## config.mk

```make
export PLATFORM = sky130hd
export DESIGN_NAME = rgbc5_ram
export DESIGN_NICKNAME = d
export VERILOG_FILES = /design/src/design/rgbc5_ram.sv
export SDC_FILE = /design/constraint.sdc
export NUM_CORES = 1
export LEC_CHECK = 0
export BUFFER_PORTS_ARGS = -buffer_cell sky130_fd_sc_hd__buf_4
export CAP_MARGIN = 20
export CORE_UTILIZATION = 62
export CTS_BUF_LIST = sky130_fd_sc_hd__clkbuf_4 sky130_fd_sc_hd__clkbuf_8
export CTS_CLUSTER_DIAMETER = 80
export DETAILED_ROUTE_END_ITERATION = 8
export PLACE_DENSITY = 0.77
export SLEW_MARGIN = 10
export SYNTH_ARGS = -nofsm -noshare
export SYNTH_HDL_FRONTEND = slang
export SYNTH_SLANG_ARGS = --single-unit
```

## constraint.sdc

```tcl
create_clock -name aclk -period 1.7 [get_ports aclk]
set_input_delay 0 -clock aclk [delete_from_list [all_inputs] [get_ports aclk]]
set_output_delay 0 -clock aclk [all_outputs]
set_load 0.01 [all_outputs]
```

## src/design/rgbc5_ram.sv

```systemverilog
// Generic single-write, single-read RAM with registered read data.
`timescale 1ns / 1ps

module rgbc5_ram #(
    parameter int WIDTH = 8,
    parameter int DEPTH = 16
) (
    input  logic                     aclk,
    input  logic                     we,
    input  logic [$clog2(DEPTH)-1:0] waddr,
    input  logic [WIDTH-1:0]         wdata,
    input  logic [$clog2(DEPTH)-1:0] raddr,
    output logic [WIDTH-1:0]         rdata
);

    logic [WIDTH-1:0] mem [DEPTH];

    always_ff @(posedge aclk) begin
        if (we) begin
            mem[waddr] <= wdata;
        end
        rdata <= mem[raddr];
    end

endmodule

```

==> results of run 1 <==
==> power by group through the flow <==
stage          combinational [W]  clock, W  sequential, W
2_1_floorplan           0.000190         0        0.00384
3_3_place_gp            0.000367         0        0.00384
3_5_place_dp            0.000379         0        0.00384
4_1_cts                 0.000397   0.00292        0.00377
5_1_grt                 0.000421   0.00306        0.00377
6_report                0.000393   0.00287        0.00377
==> tightest hold or removal path, stage by stage <==
cell	delay, ns
buf_4	0.12
nor3_1	0.06
buf_4	0.18
==> layout make-up <==
type,count,share of cell area
clock inverters,15,0.0339
well taps,102,0.0209
clock buffers,17,0.0384
flip-flops and latches,136,0.657
multi-input cells,83,0.173
repair buffers,58,0.0767
==> registers in the layout, indices dropped and copies added (netlist names) <==
signal and cells:
rdata 8, mem 128
==> per-stage QoR <==
stage          utilization  power [W]  setup WS (ns)  hold slack (ns)  std cells
6_report             0.773    0.00703          0.303            0.124        411
5_1_grt              0.773    0.00725          0.234            0.114        411
4_1_cts              0.773    0.00708          0.325            0.101        411
3_5_place_dp         0.707    0.00422          0.164            0.313        371
3_3_place_gp         0.707    0.00420          0.209            0.301        371
2_1_floorplan            -    0.00404          0.207           0.0989        229
==> logic make-up after synthesis <==
logic type,after synthesis,share of synthesized area
AO/OA/AOI/OAI,16,0.0233
flip-flops,136,0.778
AND/OR/NAND/NOR,35,0.0318
multiplexers,32,0.150
buffers and inverters,10,0.0168
==> cells in the final DEF, fill, tap and decap left out <==
cell type | Yosys | final
a22oi_1 | 16 | 16
and2_1 | 1 | 1
and2b_1 | 1 | 1
buf_12 | 0 | 1
buf_4 | 1 | 49
bufinv_16 | 0 | 5
clkbuf_8 | 0 | 17
clkinv_1 | 0 | 4
clkinv_2 | 0 | 2
clkinvlp_4 | 0 | 3
dfxtp_1 | 8 | 8
dlygate4sd3_1 | 0 | 8
edfxtp_1 | 128 | 128
inv_6 | 0 | 1
mux4_1 | 14 | 14
mux4_2 | 18 | 18
nand2_1 | 9 | 9
nand2b_1 | 2 | 2
nand3_1 | 1 | 1
nand3b_1 | 2 | 2
nor2_1 | 13 | 13
nor2b_1 | 1 | 1
nor3_1 | 4 | 4
or3b_2 | 1 | 1
==> layer usage <==
layer / track usage / up-vias / part of all wire
li1: - / 1108 / -
met1: 0.344 / 1268 / 0.41
met2: 0.391 / 106 / 0.51
met3: 0.0626 / 19 / 0.060
met4: 0.0936 / 0 / 0.018
met5: 0 / - / 0
==> path summary, 6_finish.rpt <==
check | to | slack, ns | cells after the start
setup reg to reg | rdata[5] | 0.30 | 3
hold reg to reg | rdata[7] | 0.68 | 3
setup / recovery | rdata[5] | 0.30 | 3
hold / removal | mem[0][0] | 0.12 | 3
==> synth_stat cells <==
cell type          n  area, µm²
buf_4              1       7.51
nand2_1            9       33.8
a22oi_1           16        120
nand3b_1           2       15.0
nor2_1            13       48.8
or3b_2             1       8.76
edfxtp_1         128       3840
and2_1             1       6.26
clkdlybuf4s25_2    3       30.0
nand2b_1           2       12.5
buf_2              3       15.0
nor2b_1            1       6.26
mux4_1            14        368
buf_6              3       33.8
nor3_1             4       20.0
and2b_1            1       7.51
dfxtp_1            8        160
mux4_2            18        405
nand3_1            1       5.00
==> results.md, run 1 <==
* Hold Crit Class: in -> reg
* Post-Synthesis Cells at approximately 230
* FF+latch count, synth at between 100 and 150
* WP data arrival at between 1.5 and 2 ns
* Status: finished clean
* Htree depth at 4
* Post-DP Area at ~5600 µm²
* DRT iter0 DRCs at between 200 and 250
* Sw frac at 0.196
* Core area at 7890 µm²
* Design Area, Final at about 6000 µm²
* Worst setup EP type: flip-flop
* Fill count at 401
* Slew @ Worst Pin at between 0.4 and 0.5 ns
* Vias at approximately 2,500
* Seq. cell area at between 4000 and 5000 µm²
* Cts-stage hold buffer count at 8
* Clk_lat worst skew at about 0.42 ns
* Number of post-CTS setup repair buffers at 0
* Sequential-to-total area share from yosys stat at 0.778
* Synth Cell Area at about 5100 µm²
* Leak at 2.10 nW
* Worst IR drop on VDD at 0.766 mV
* TritonCTS Buffers at 17
* Max frequency at 716 MHz
* Row count at 32
* CTS tree: built
* Final period utilization at 0.822
* Part of the power in combinational logic at 0.056
* Antenna Cells at 0
* Largest net degree at the start of global routing at 33
* Routed vias/inst at between 6 and 7
* Clk root buf: clkbuf_8
* Worst Skew at ~0.0078 ns
* Die Span X at approximately 93 µm
* CP Cell Sequence: mux4_1 -> a22oi_1 -> nand2_1
* FF-to-FF Start: mem[1][5]
* Cts repair resizes at 0
* Final nets at around 310
* CTS Buffer Depth at 2
* Max-Cap Viols at 0
* Die area at approximately 8700 µm²
* RSZ-0062 raised after global routing: false
* Worst Hold Launch: waddr[0]
* Crit path launch: mem[1][5]
* WP buf/inv at 0
* Crit Path Category: reg -> reg
* Initial antenna violation count at 0
* Clock share of power at 0.408
* Seq pwr share at 0.536
* DR pass1 iterations at 4
* Setup TNS at 0 ns
* Count of final hold-check violations at 0
* Initial Util at 0.653
* Syn avg cell area at roughly 22 µm²
* Worst-path clk slew at about 0.07 ns
* Antenna viol nets, final at 0
* Port buffer count at 25
* PwrDens at between 1000 and 1500 nW/µm²
* Hpwl dp at between 6 and 7 mm
* Layout cells sized above 1 at 0.314
* Synth cell types at 19
* # setup viols final at 0
* Footprint of the multi-input gates at roughly 1100 µm²
* GR Overflow Total at 0
* Max-slew violation count at 0
* Die Y-Extent at between 90 and 100 µm
* Area growth syn-to-layout at 18.4%
* Vias in the first global route at 2,562
* Slowest stage cell, crit path: mux4_1
* Total Wirelength at just under 10 mm
* Slew headroom at 0.703
* Int Pwr at about 0.0057 W
* Syn. warnings at 0
* CP max FO at 1
* Synth Net Count at 247
* Fin crit period at 1.40 ns
* WP data required at about 2 ns
* Global-route wire length before repair at 14.7 mm
* CTS Sinks at between 100 and 150
* Critical Path Source Type: flip-flop
* Critical path's top delay family: multiplexers
* Worst path max stage delay at ~0.5 ns
* WL/cell at approximately 24 µm
* GRT Util Overall at 0.249
* Net switching power at between 0.001 and 0.0015 W
* Io pins at 26
* Routability cong. at 0.825
* Drt drc at 0
No activity file was read; power rests on OpenSTA's default activity.
==> run 2: changes to the inputs <==
ABC_AREA = 1   (was not set)
PLACE_DENSITY = 0.76   (was 0.77)
clock period = 1.3 ns   (was 1.7 ns; I/O delays follow)
==> results.md, run 2 <==
* # setup viols final at 0 (unchanged)
* Status: finished clean
* Synth Cell Area at 5770 µm² (+12%)
* Routed vias/inst at 5.43 (-11%)
* Worst-path clk slew at 0.07 ns (about the same)
* Worst IR drop on VDD at 0.933 mV (+22%)
* Max-Cap Viols at 0 (unchanged)
* Int Pwr at 0.00754 W (+33%)
* Sw frac at 0.213 (+0.0170)
* Clock share of power at 0.415 (+0.007)
* GRT Util Overall at 0.295 (+0.0458)
* Antenna viol nets, final at 0 (unchanged)
* Syn. warnings at 0 (unchanged)
* DRT iter0 DRCs at 397 (+73%)
* Max-slew violation count at 0 (unchanged)
* TritonCTS Buffers at 17 (unchanged)
* Antenna Cells at 0 (unchanged)
* Synth cell count leaders: nand2_1, edfxtp_1, inv_1
* WP buf/inv at 1 (+1)
* Hold Crit Class: in -> reg
* DR pass1 iterations at 7 (+3)
* Max frequency at 951 MHz (+33%)
* Io pins at 26 (unchanged)
* Vias at 3,951 (+58%)
* WP data arrival at 1.38 ns (-0.32 ns)
* Cell taking the most area after synthesis: edfxtp_1
* Top FF cell, synth: edfxtp_1
* Largest net degree at the start of global routing at 33 (unchanged)
* Row count at 34 (+6.3%)
* CTS Sinks at 136 (unchanged)
* Sequential-to-total area share from yosys stat at 0.694 (-0.0835)
* FFs w/ async S/R, synth at 0 (unchanged)
* PwrDens at 1430 nW/µm² (+24%)
* Pre-CTS WS at 0.243 ns (+0.0787 ns)
* Worst Skew at 0.00823 ns (+0.000465 ns)
* Hpwl dp at 7.77 mm (+26%)
* CTS tree: built
* Most common cell after layout, fill and taps aside: nand2_1
* GR Overflow Total at 0 (unchanged)
* Fill count at 601 (+50%)
* Slew @ Worst Pin at 0.380 ns (-0.0660 ns)
* Seq pwr share at 0.515 (-0.021)
* Largest regs: mem: 128 flops, rdata: 8 flops
* CP Cell Sequence: inv_1 -> nand2_1 -> nand3_1 -> nand3_1 -> nand3_1 -> nand2_1
* Crit Path Category: reg -> reg
* Hold Path Cell Cnt at 6 (+3)
* CP max FO at 1 (unchanged)
* Total Wirelength at 12.9 mm (+33%)
* Leak at 2.95 nW (+41%)
* Slew headroom at 0.747 (+0.0440)
* Synth cell types at 12 (-7)
* Htree depth at 4 (unchanged)
* Clk root buf: clkbuf_8
* CP dominant cell by count: nand3_1
* Global-route wire length before repair at 20.6 mm (+40%)
* Most flop-heavy register: mem
* Fin worst setup slack at 0.249 ns (-0.0547 ns)
* Fin crit period at 1.05 ns (-0.345 ns)
* Worst path max stage delay at 0.36 ns (-0.14 ns)
* FF+latch count, synth at 136 (unchanged)
* CTS Buffer Depth at 2 (unchanged)
* Die Span X at 98.4 µm (+5.7%)
* FF-to-FF Start: mem[1][6]
* WP data required at 1.63 ns (-0.37 ns)
* Worst Hold Launch: raddr[1]
* Finished Core Util at 0.759 (-0.0141)
* Max reg flops at 128 (unchanged)
* Drt drc at 0 (unchanged)
* WP depth at 6 (+3)
* RSZ-0062 raised after global routing: false
* Syn avg cell area at 10.5 µm² (-53%)
* EDFF count, synth at 128 (unchanged)
* Final period utilization at 0.809 (-0.0128)
* Design Area, Final at 6720 µm² (+10%)
* Initial antenna violation count at 0 (unchanged)
* Area growth syn-to-layout at 16.4%
* Net switching power at 0.00204 W (+48%)
* Cts repair resizes at 0 (unchanged)
* Final nets at 624 (+99%)
* Yosys top cell area share at 0.667 (-0.0802)
* Critical path's top delay family: simple AND/OR/NAND/NOR gates
* Die area at 9690 µm² (+12%)
* Part of the power in combinational logic at 0.071 (+0.015)
* Routability cong. at 0.851 (+3.2%)
* WL/cell at 17.7 µm (-25%)
* Die Y-Extent at 98.4 µm (+5.7%)
* Count leader, synth: nand2_1
* Post-Synthesis Cells at 551 (+140%)
* Setup TNS at 0 ns (unchanged)
* Layout cells sized above 1 at 0.136 (-0.178)
* Most frequent cells in the layout: nand2_1, edfxtp_1, inv_1
* Crit path launch: mem[1][6]
* Clk_lat worst skew at 0.44 ns (+0.02 ns)
* Slowest stage cell, crit path: edfxtp_1
* Synth Net Count at 569 (+130%)
* Count of final hold-check violations at 0 (unchanged)
* Synth area leaders: edfxtp_1, nand2_1, nand3_1
* Post-DP Area at 6150 µm² (+10%)
* Critical Path Source Type: flip-flop
* Core area at 8850 µm² (+12%)
* Port buffer count at 25 (unchanged)
* Vias in the first global route at 3,982 (+55%)
* Worst setup EP type: flip-flop
* FF-to-FF path depth at 6 (+3)
* Initial Util at 0.652 (-0.000876)
==> run 2: cell families (layout without fill, tap and decap cells) <==
family,Yosys count,count (layout),synth area share
buffers and inverters,126,194,0.0952
and+or+nand+nor,289,289,0.210
DFF,136,136,0.694
==> run 2: layout make-up <==
| class | instances | area, µm² | share of cell area |
|---|---|---|---|
| timing repair buffer | 60 | 513 | 0.0764 |
| tap | 108 | 135 | 0.0201 |
| clock buffer | 20 | 269 | 0.0401 |
| multi-input combinational | 289 | 1210 | 0.181 |
| inverter | 102 | 383 | 0.0570 |
| sequential | 136 | 4000 | 0.596 |
| clock inverter | 12 | 198 | 0.0294 |
==> run 2: worst reg2reg max path, delay by kind of cell (launching register included) <==
kind	cells	cell delay [ns]
AND/OR/NAND/NOR	5	0.54
flip-flops	1	0.36
buffers and inverters	1	0.06
==> run 2: worst paths after layout <==
kind                            endpoint  slack, ns
worst min register to register  rdata[5]       0.66
worst max-delay path            rdata[6]       0.25
worst min-delay path            rdata[5]       0.04
worst max register to register  rdata[6]       0.25
==> run 2: metal layers <==
metal | track usage | part of all wire
met1 | 0.391 | 0.40
met2 | 0.463 | 0.49
met3 | 0.0610 | 0.080
met4 | 0.162 | 0.031
met5 | 0 | 0
==> run 2: what timing repair did <==
item	4_1_cts	5_1_grt
setup buffers	0	0
hold buffers	10	0
endpoints found under the hold margin	136	0
==> run 2: metrics by stage <==
step           hold slack (ns)  power [W]  instances
3_3_place_gp             0.331    0.00565        685
2_1_floorplan           0.0989    0.00538        551
5_1_grt                 0.0716    0.00987        727
6_report                0.0358    0.00957        727
4_1_cts                 0.0216    0.00961        727
3_5_place_dp             0.330    0.00567        685
==> run 2: power groups by stage <==
stage          clock, W  sequential [W]  combinational [W]
6_report        0.00397         0.00493           0.000676
2_1_floorplan         0         0.00503           0.000346
4_1_cts         0.00401         0.00493           0.000673
3_5_place_dp          0         0.00503           0.000642
3_3_place_gp          0         0.00502           0.000624
5_1_grt         0.00420         0.00493           0.000740
