--- config.mk ---
export PLATFORM = sky130hd
export DESIGN_NAME = rgbc5_merge
export DESIGN_NICKNAME = d
export VERILOG_FILES = /design/src/design/rgbc5_pkg.sv /design/src/design/rgbc5_merge.sv
export SDC_FILE = /design/constraint.sdc
export NUM_CORES = 1
export LEC_CHECK = 0
export ABC_AREA = 0
export BUFFER_PORTS_ARGS = -buffer_cell sky130_fd_sc_hd__buf_2
export CELL_PAD_IN_SITES_DETAIL_PLACEMENT = 2
export CELL_PAD_IN_SITES_GLOBAL_PLACEMENT = 2
export CORE_ASPECT_RATIO = 1.75
export CORE_UTILIZATION = 45
export CTS_BUF_LIST = sky130_fd_sc_hd__clkbuf_16
export CTS_CLUSTER_DIAMETER = 40
export DETAILED_ROUTE_END_ITERATION = 6
export PLACE_DENSITY = 0.82
export SLEW_MARGIN = 25
export SYNTH_ARGS = -nofsm -noshare
export SYNTH_HDL_FRONTEND = slang
export SYNTH_SLANG_ARGS = --single-unit
--- constraint.sdc ---
create_clock -name aclk -period 3.35 [get_ports aclk]
set_input_delay 0.1675 -clock aclk [delete_from_list [all_inputs] [get_ports aclk]]
set_output_delay 0.1675 -clock aclk [all_outputs]
set_load 0.01 [all_outputs]
--- src/design/rgbc5_pkg.sv ---
// Shared constants, types and register codes of the RGB 5x5 convolution core.
`timescale 1ns / 1ps

package rgbc5_pkg;

    localparam int MAX_WIDTH  = 1024;
    localparam int MAX_HEIGHT = 1024;
    localparam int COEF_BITS  = 12;
    localparam int FRAC_BITS  = 10;

    localparam int KSIZE      = 5;
    localparam int HALF_K     = KSIZE / 2;
    localparam int LB_ROWS    = KSIZE - 1;
    localparam int PIX_BITS   = 8;
    localparam int ROW_BITS   = KSIZE * COEF_BITS;
    localparam int CFG_BITS   = 60;
    localparam int CFG_IDX_W  = 3;
    localparam int GEOM_BITS  = 11;

    localparam int COL_W      = $clog2(MAX_WIDTH);
    localparam int OROW_W     = (MAX_HEIGHT > 1) ? $clog2(MAX_HEIGHT) : 1;
    localparam int VROW_W     = $clog2(MAX_HEIGHT + KSIZE);
    localparam int WDIM_W     = $clog2(MAX_WIDTH + 1);
    localparam int HDIM_W     = $clog2(MAX_HEIGHT + 1);

    localparam int FIFO_DEPTH = 8;
    localparam int FIFO_PTR_W = $clog2(FIFO_DEPTH);
    localparam int FIFO_CNT_W = $clog2(FIFO_DEPTH + 1);

    localparam logic [CFG_IDX_W-1:0] REG_KROW0  = 3'd0;
    localparam logic [CFG_IDX_W-1:0] REG_KROW4  = 3'd4;
    localparam logic [CFG_IDX_W-1:0] REG_WIDTH  = 3'd5;
    localparam logic [CFG_IDX_W-1:0] REG_HEIGHT = 3'd6;

    localparam logic MODE_PIXEL = 1'b0;

    typedef struct packed {
        logic [PIX_BITS-1:0] blue;
        logic [PIX_BITS-1:0] green;
        logic [PIX_BITS-1:0] red;
    } pix_t;

    typedef pix_t [LB_ROWS-1:0] lb_entry_t;

    typedef logic [KSIZE-1:0][KSIZE-1:0][COEF_BITS-1:0] kernel_t;

    typedef struct packed {
        logic [KSIZE-1:0] row_en;
        logic [KSIZE-1:0] col_en;
    } tap_mask_t;

    typedef struct packed {
        logic last;
        pix_t pix;
    } out_item_t;

endpackage

--- src/design/rgbc5_merge.sv ---
// Merging stage: joins the three lane results and queues them for the output stream.
`timescale 1ns / 1ps

module rgbc5_merge (
    input  logic                          aclk,
    input  logic                          aresetn,
    input  logic                          push,
    input  logic                          push_last,
    input  logic [rgbc5_pkg::PIX_BITS-1:0] red,
    input  logic [rgbc5_pkg::PIX_BITS-1:0] green,
    input  logic [rgbc5_pkg::PIX_BITS-1:0] blue,
    output logic                          m_tvalid,
    input  logic                          m_tready,
    output logic [23:0]                   m_tdata,   // red [7:0], green [15:8], blue [23:16]
    output logic                          m_tlast
);
    import rgbc5_pkg::*;

    out_item_t               fifo_reg [FIFO_DEPTH];
    logic [FIFO_PTR_W-1:0]   wptr_reg;
    logic [FIFO_PTR_W-1:0]   rptr_reg;
    logic [FIFO_CNT_W-1:0]   count_reg;
    logic                    pop;
    out_item_t               head;

    assign head     = fifo_reg[rptr_reg];
    assign m_tvalid = (count_reg != '0);
    assign m_tdata  = head.pix;
    assign m_tlast  = head.last;
    assign pop      = m_tvalid && m_tready;

    always_ff @(posedge aclk) begin
        if (push) begin
            fifo_reg[wptr_reg] <= '{last: push_last,
                                    pix: '{blue: blue, green: green, red: red}};
        end
    end

    always_ff @(posedge aclk) begin
        if (!aresetn) begin
            wptr_reg  <= '0;
            rptr_reg  <= '0;
            count_reg <= '0;
        end else begin
            if (push) begin
                wptr_reg <= wptr_reg + 1'b1;
            end
            if (pop) begin
                rptr_reg <= rptr_reg + 1'b1;
            end
            count_reg <= count_reg + FIFO_CNT_W'(push) - FIFO_CNT_W'(pop);
        end
    end

`ifndef SYNTH
    a_no_overflow: assert property (@(posedge aclk) disable iff (!aresetn)
        (count_reg == FIFO_CNT_W'(FIFO_DEPTH)) |-> !push || pop)
        else $error("result queue overflow");
    a_no_underflow: assert property (@(posedge aclk) disable iff (!aresetn)
        (count_reg <= FIFO_CNT_W'(FIFO_DEPTH)))
        else $error("result queue count out of range");
    a_push_counts: assert property (@(posedge aclk) disable iff (!aresetn)
        (push && !pop && count_reg < FIFO_CNT_W'(FIFO_DEPTH)) |=> count_reg != '0)
        else $error("pushed result not counted");
`endif

endmodule

==> results_dict.tcl, run 1 <==
set metrics [dict create \
    holdPathStages 3 \
    setup_viol 0 \
    ant_nets 0 \
    hpwl_microns 11730 \
    syn_nets 398 \
    vias 4065 \
    final_util 0.5486 \
    grt_start_max_net_pins 32 \
    synth_top_area_share 0.7175 \
    design_area_sq_um 9950 \
    arrival_ns 2.71 \
    finalCritPeriodShare 0.8598 \
    setup_tns_ns 0 \
    wirelength_microns 20240 \
    cts_tree "done" \
    core_area_sq_um 18140 \
    netlist-cell-type-count 24 \
    clkTransAtPathRegs_ns 0.06 \
    die_y_microns 182.4 \
    area_growth_pct 18.86 \
    p_clk_frac 0.374 \
    clock_latency_ns 0.52 \
    p_int_mw 4.862 \
    yosysTopAreaCell "edfxtp_1" \
    grt_pass1_wl_microns 29490 \
    antenna_found_initial 0 \
    cts_max_path_buffers 3 \
    max_cap_violations 0 \
    grt_setup_unrepaired "false" \
    syn_inst 362 \
    start_kind "register" \
    first_pass_iters 4 \
    cts_buffers 23 \
    initial_core_util 0.4615 \
    fin_ws_ns 0.4698 \
    status "complete, no violations" \
    end_kind "primary output" \
    relSlewSlack 0.4974 \
    largest_reg_flops 200 \
    drive_gt1_frac 0.2931 \
    crit_slowest_cell "dfxtp_2" \
    routedWlPerCell_microns 28.30 \
    remaining_drc_errors 0 \
    first_iter_violations 178 \
    diodes 0 \
    die_area_sq_um 19170 \
    cp_cell_sequence "buf_4 > mux4_1 > mux2_2 > buf_2" \
    avgSynthCellArea_sq_um 23.12 \
    fp.dieW_microns 105.1 \
    io_pins 55 \
    groute.usage.overall 0.2190 \
    gp_congestion 0.6634 \
    grt_pass1_vias 4530 \
    worstRegToRegCells 9 \
    detail_route.vias_per_cell 5.685 \
    swShare 0.2501 \
    ir_drop_v 0.0003788 \
    dp_slack_ns 0.9859 \
    combPwrFrac 0.150 \
    rows 65 \
    syn_area_sq_um 8371 \
    seq_power_share 0.476 \
    yosys_warnings 0 \
    fin_skew_ns 0.01371 \
    fmax_ghz 0.3472 \
    slowest_delay_ns 0.79 \
    grt-ovfl-total 0 \
    crit_required_ns 3.18 \
    hold_class "in2reg" \
    finalCriticalPeriod_ns 2.880 \
    root_buffer "clkbuf_16" \
    cp_max_fo 22 \
    dpl-instance-area_sq_um 8989 \
    ys_ff_latch 213 \
    power.switching_mw 1.621 \
    seq_area_frac_synth 0.7486 \
    cts.sinks 213 \
    slew_violations 0 \
    worst_pin_slew_ns 0.7538 \
    leakage_nw 3.398 \
    synthTopCellsByArea "edfxtp_1 (72%), mux4_1 (16%), mux2_2 (3.4%)" \
    htree_levels 1 \
    worstSetupPathType "reg2out" \
    fin_nets 502 \
    port-buffer-count 54 \
    p_per_area_nw_per_um2 651.6 \
    hold_violations 0 \
]
[synthesized netlist by cell type]
library cell and instances:
edfxtp_1 200, nor2_1 7, nor2b_1 2, clkbuf_1 3
nand3_1 1, dfxtp_1 13, xor2_1 1, or3b_2 1
buf_1 7, ha_1 6, buf_6 6, or2_2 1
inv_1 4, mux2_2 25, nand2b_1 6, mux2i_1 9
mux4_1 50, a21oi_1 1, nand2_1 9, a21o_1 1
nor3_1 2, and2_1 4, xnor2_1 2, fa_1 1
[per-layer routing]
| metal | GRT usage | vias up | wire [microns] |
|---|---|---|---|
| met4 | 0.06254 | 0 | 417 |
| li1 | - | 1748 | - |
| met1 | 0.2608 | 2189 | 7739 |
| met3 | 0.02821 | 26 | 821 |
| met2 | 0.4114 | 102 | 11260 |
| met5 | 0 | - | 0 |
[power by group through the flow]
stage / logic (mW) / clock network, mW / registers, mW
2_1_floorplan: 0.665 / 0 / 3.09
3_3_place_gp: 0.900 / 0 / 3.13
3_5_place_dp: 0.957 / 0 / 3.14
4_1_cts: 0.992 / 2.48 / 3.09
5_1_grt: 1.04 / 2.54 / 3.10
6_report: 0.972 / 2.42 / 3.09
[repair_timing]
item / in CTS / in global routing
buffers inserted: 0 / 0
setup endpoints to repair: 0 / 0
endpoints found under the hold margin: 200 / 0
gates resized for setup: 0 / 0
hold buffers: 25 / 0
[cells in the final DEF, fill, tap and decap left out, drive strengths merged]
master / netlist / final
a21o: 1 / 1
a21oi: 1 / 1
and2: 4 / 4
buf: 13 / 70
bufinv: 0 / 1
clkbuf: 3 / 23
clkinv: 0 / 6
clkinvlp: 0 / 3
dfxtp: 13 / 13
dlygate4sd3: 0 / 25
edfxtp: 200 / 200
fa: 1 / 1
ha: 6 / 6
inv: 4 / 11
mux2: 25 / 25
mux2i: 9 / 9
mux4: 50 / 50
nand2: 9 / 9
nand2b: 6 / 6
nand3: 1 / 1
nor2: 7 / 7
nor2b: 2 / 2
nor3: 2 / 2
or2: 1 / 1
or3b: 1 / 1
xnor2: 2 / 2
xor2: 1 / 1
[final timing paths]
| path | from | endpoint | slack, ns |
|---|---|---|---|
| setup / recovery | register | m_tdata[15] | 0.47 |
| hold / removal | aresetn | count_reg[3] | 0.03 |
| setup reg to reg | count_reg[2] | count_reg[1] | 1.04 |
| hold reg to reg | rptr_reg[2] | rptr_reg[2] | 0.49 |
[metrics by stage]
step	std cells	hold slack, ns	power, mW
2_1_floorplan	362	0.2664	3.759
5_1_grt	715	0.04724	6.683
6_report	715	0.03189	6.483
3_5_place_dp	650	0.4504	4.099
3_3_place_gp	650	0.4192	4.028
4_1_cts	715	0.03139	6.559
[layout make-up]
cell class	instances	area (sq um)
Tap cell	234	292.8
Clock inverter	17	135.1
Fill cell	1508	8187
Clock buffer	23	575.6
Inverter	4	15.01
Timing Repair Buffer	95	653.1
Multi-Input combinational cell	129	2009
Sequential cell	213	6269
[cells by family (layout without fill, tap and decap cells)]
kind of cell | Yosys count | count (layout) | synth area share
AO/OA/AOI/OAI | 2 | 2 | 0.001495
XOR/XNOR | 3 | 3 | 0.003140
adder cells (fa/ha/maj) | 7 | 7 | 0.01136
buffers and inverters | 20 | 139 | 0.01435
flip-flops | 213 | 213 | 0.7486
multiplexers | 84 | 84 | 0.2013
AND/OR/NAND/NOR | 33 | 33 | 0.01973
[critical path: cells and delay by family, from the launching register on]
kind / cells / cell delay, ns
buf+inv: 2 / 0.51
mux: 2 / 0.89
flops: 1 / 0.79
Power figures use the tool's default switching activity.
==> inputs of run 2 (changes only) <==
--- a/config.mk
+++ b/config.mk
@@ -11,7 +11,6 @@
 export CELL_PAD_IN_SITES_GLOBAL_PLACEMENT = 2
 export CORE_ASPECT_RATIO = 1.75
 export CORE_UTILIZATION = 45
-export CTS_BUF_LIST = sky130_fd_sc_hd__clkbuf_16
 export CTS_CLUSTER_DIAMETER = 40
 export DETAILED_ROUTE_END_ITERATION = 6
 export PLACE_DENSITY = 0.82
==> results_dict.tcl, run 2 (same netlist as run 1, synthesis figures left out) <==
set metrics [dict create \
    grt-ovfl-total 0 \
    port-buffer-count 54 \
    dp_slack_ns 0.9859 \
    path_depth 4 \
    root_buffer "clkbuf_16" \
    die_area_sq_um 19170 \
    fin_nets 502 \
    hpwl_microns 11730 \
    worst_pin_slew_ns 0.7285 \
    stdcell_count 715 \
    layout_commonest_cell "edfxtp_1" \
    remaining_drc_errors 0 \
    power.switching_mw 1.620 \
    finalCriticalPeriod_ns 2.881 \
    setup_viol 0 \
    p_per_area_nw_per_um2 652.1 \
    total_power_mw 6.488 \
    fin_ws_ns 0.4693 \
    p_int_mw 4.868 \
    arrival_ns 2.71 \
    worstRegToRegCells 9 \
    gp_congestion 0.6634 \
    crit_required_ns 3.18 \
    first_pass_iters 4 \
    cts_resized 0 \
    htree_levels 1 \
    clock_latency_ns 0.52 \
    cts_hold_buffers 25 \
    cts.sinks 213 \
    crit_slowest_cell "dfxtp_2" \
    design_area_sq_um 9950 \
    fmax_ghz 0.3471 \
    cts_setup_buffers 0 \
    slew_violations 0 \
    grt_pass1_wl_microns 29490 \
    finalCritPeriodShare 0.8599 \
    wirelength_microns 20230 \
    vias 4021 \
    rows 65 \
    max_cap_violations 0 \
    ir_drop_v 0.0003782 \
    diodes 0 \
    cp_cell_sequence "buf_4 > mux4_1 > mux2_2 > buf_2" \
    setup_tns_ns 0 \
    io_pins 55 \
    largest_reg_flops 200 \
    status "complete, no violations" \
    grt_start_max_net_pins 32 \
    core_area_sq_um 18140 \
    layout_common_cells "edfxtp_1 (200), buf_2 (54), mux4_1 (50), mux2_2 (25), dlygate4sd3_1 (25)" \
    cp_max_fo 22 \
    first_iter_violations 180 \
    combPwrFrac 0.150 \
    hold_class "in2reg" \
    cts_max_path_buffers 3 \
    end_kind "primary output" \
    antenna_found_initial 0 \
    dp_cells 650 \
    routedWlPerCell_microns 28.29 \
    path_delay_family "multiplexers" \
    p_clk_frac 0.375 \
    fin_skew_ns 0.01326 \
    seq_power_share 0.476 \
    relSlewSlack 0.5143 \
    worstSetupPathType "reg2out" \
    cts_buffers 23 \
    area_growth_pct 18.86 \
    cts_tree "done" \
    die_y_microns 182.4 \
    cp.buffers_inverters 2 \
    grt_setup_unrepaired "false" \
    grt_pass1_vias 4530 \
    ant_nets 0 \
    holdPathStages 3 \
    hold_violations 0 \
    leakage_nw 3.390 \
    slowest_delay_ns 0.79 \
    drive_gt1_frac 0.2931 \
    initial_core_util 0.4615 \
    swShare 0.2497 \
    start_kind "register" \
    clkTransAtPathRegs_ns 0.06 \
    groute.usage.overall 0.2190 \
    detail_route.vias_per_cell 5.624 \
    dpl-instance-area_sq_um 8989 \
    fp.dieW_microns 105.1 \
]
==> run 2: cell count changes in the layout (fill, tap and decap cells not counted), sizes merged <==
cell and change:
clkbuf +2, inv -2
==> run 2: final timing paths <==
kind,startpoint,end,slack [ns]
setup / recovery,register,m_tdata[15],0.47
hold / removal,aresetn,count_reg[3],0.03
setup reg to reg,count_reg[2],count_reg[1],1.04
hold reg to reg,rptr_reg[2],rptr_reg[2],0.49
==> run 2: worst register-to-register path, delay by kind of cell (launching register included) <==
kind / cells / cell delay, ns
muxes: 1 / 0.13
adders and majority gates: 3 / 0.79
buffers and inverters: 2 / 0.15
and+or+nand+nor: 3 / 0.87
DFF: 1 / 0.30
==> run 2: metrics by stage <==
stage	utilization	hold slack [ns]
after floorplan	-	0.2664
after global placement	0.4956	0.4192
after detailed placement	0.4956	0.4504
after CTS	0.5486	0.03139
after global routing	0.5486	0.04724
final	0.5486	0.03373
==> run 2: layout make-up <==
| class | instances | area [sq um] |
|---|---|---|
| clock buffer | 25 | 583.1 |
| multi-input combinational | 129 | 2009 |
| clock inverter | 15 | 127.6 |
| sequential | 213 | 6269 |
| timing repair buffer | 95 | 653.1 |
| fill | 1508 | 8187 |
| tap | 234 | 292.8 |
| inverter | 4 | 15.01 |
==> run 2: per-layer routing <==
| metal | global-route usage | vias to the layer above | routed length, microns |
|---|---|---|---|
| li1 | - | 1746 | - |
| met1 | 0.2608 | 2139 | 7718 |
| met2 | 0.4114 | 110 | 11200 |
| met3 | 0.02821 | 26 | 894 |
| met4 | 0.06254 | 0 | 417 |
| met5 | 0 | - | 0 |
==> run 2: power by group through the flow <==
| stage | Combinational (mW) | Clock (mW) | Sequential, mW |
|---|---|---|---|
| floorplan | 0.665 | 0 | 3.09 |
| global placement | 0.900 | 0 | 3.13 |
| detailed placement | 0.957 | 0 | 3.14 |
| CTS | 0.992 | 2.48 | 3.09 |
| global route | 1.04 | 2.55 | 3.10 |
| finish | 0.971 | 2.43 | 3.09 |
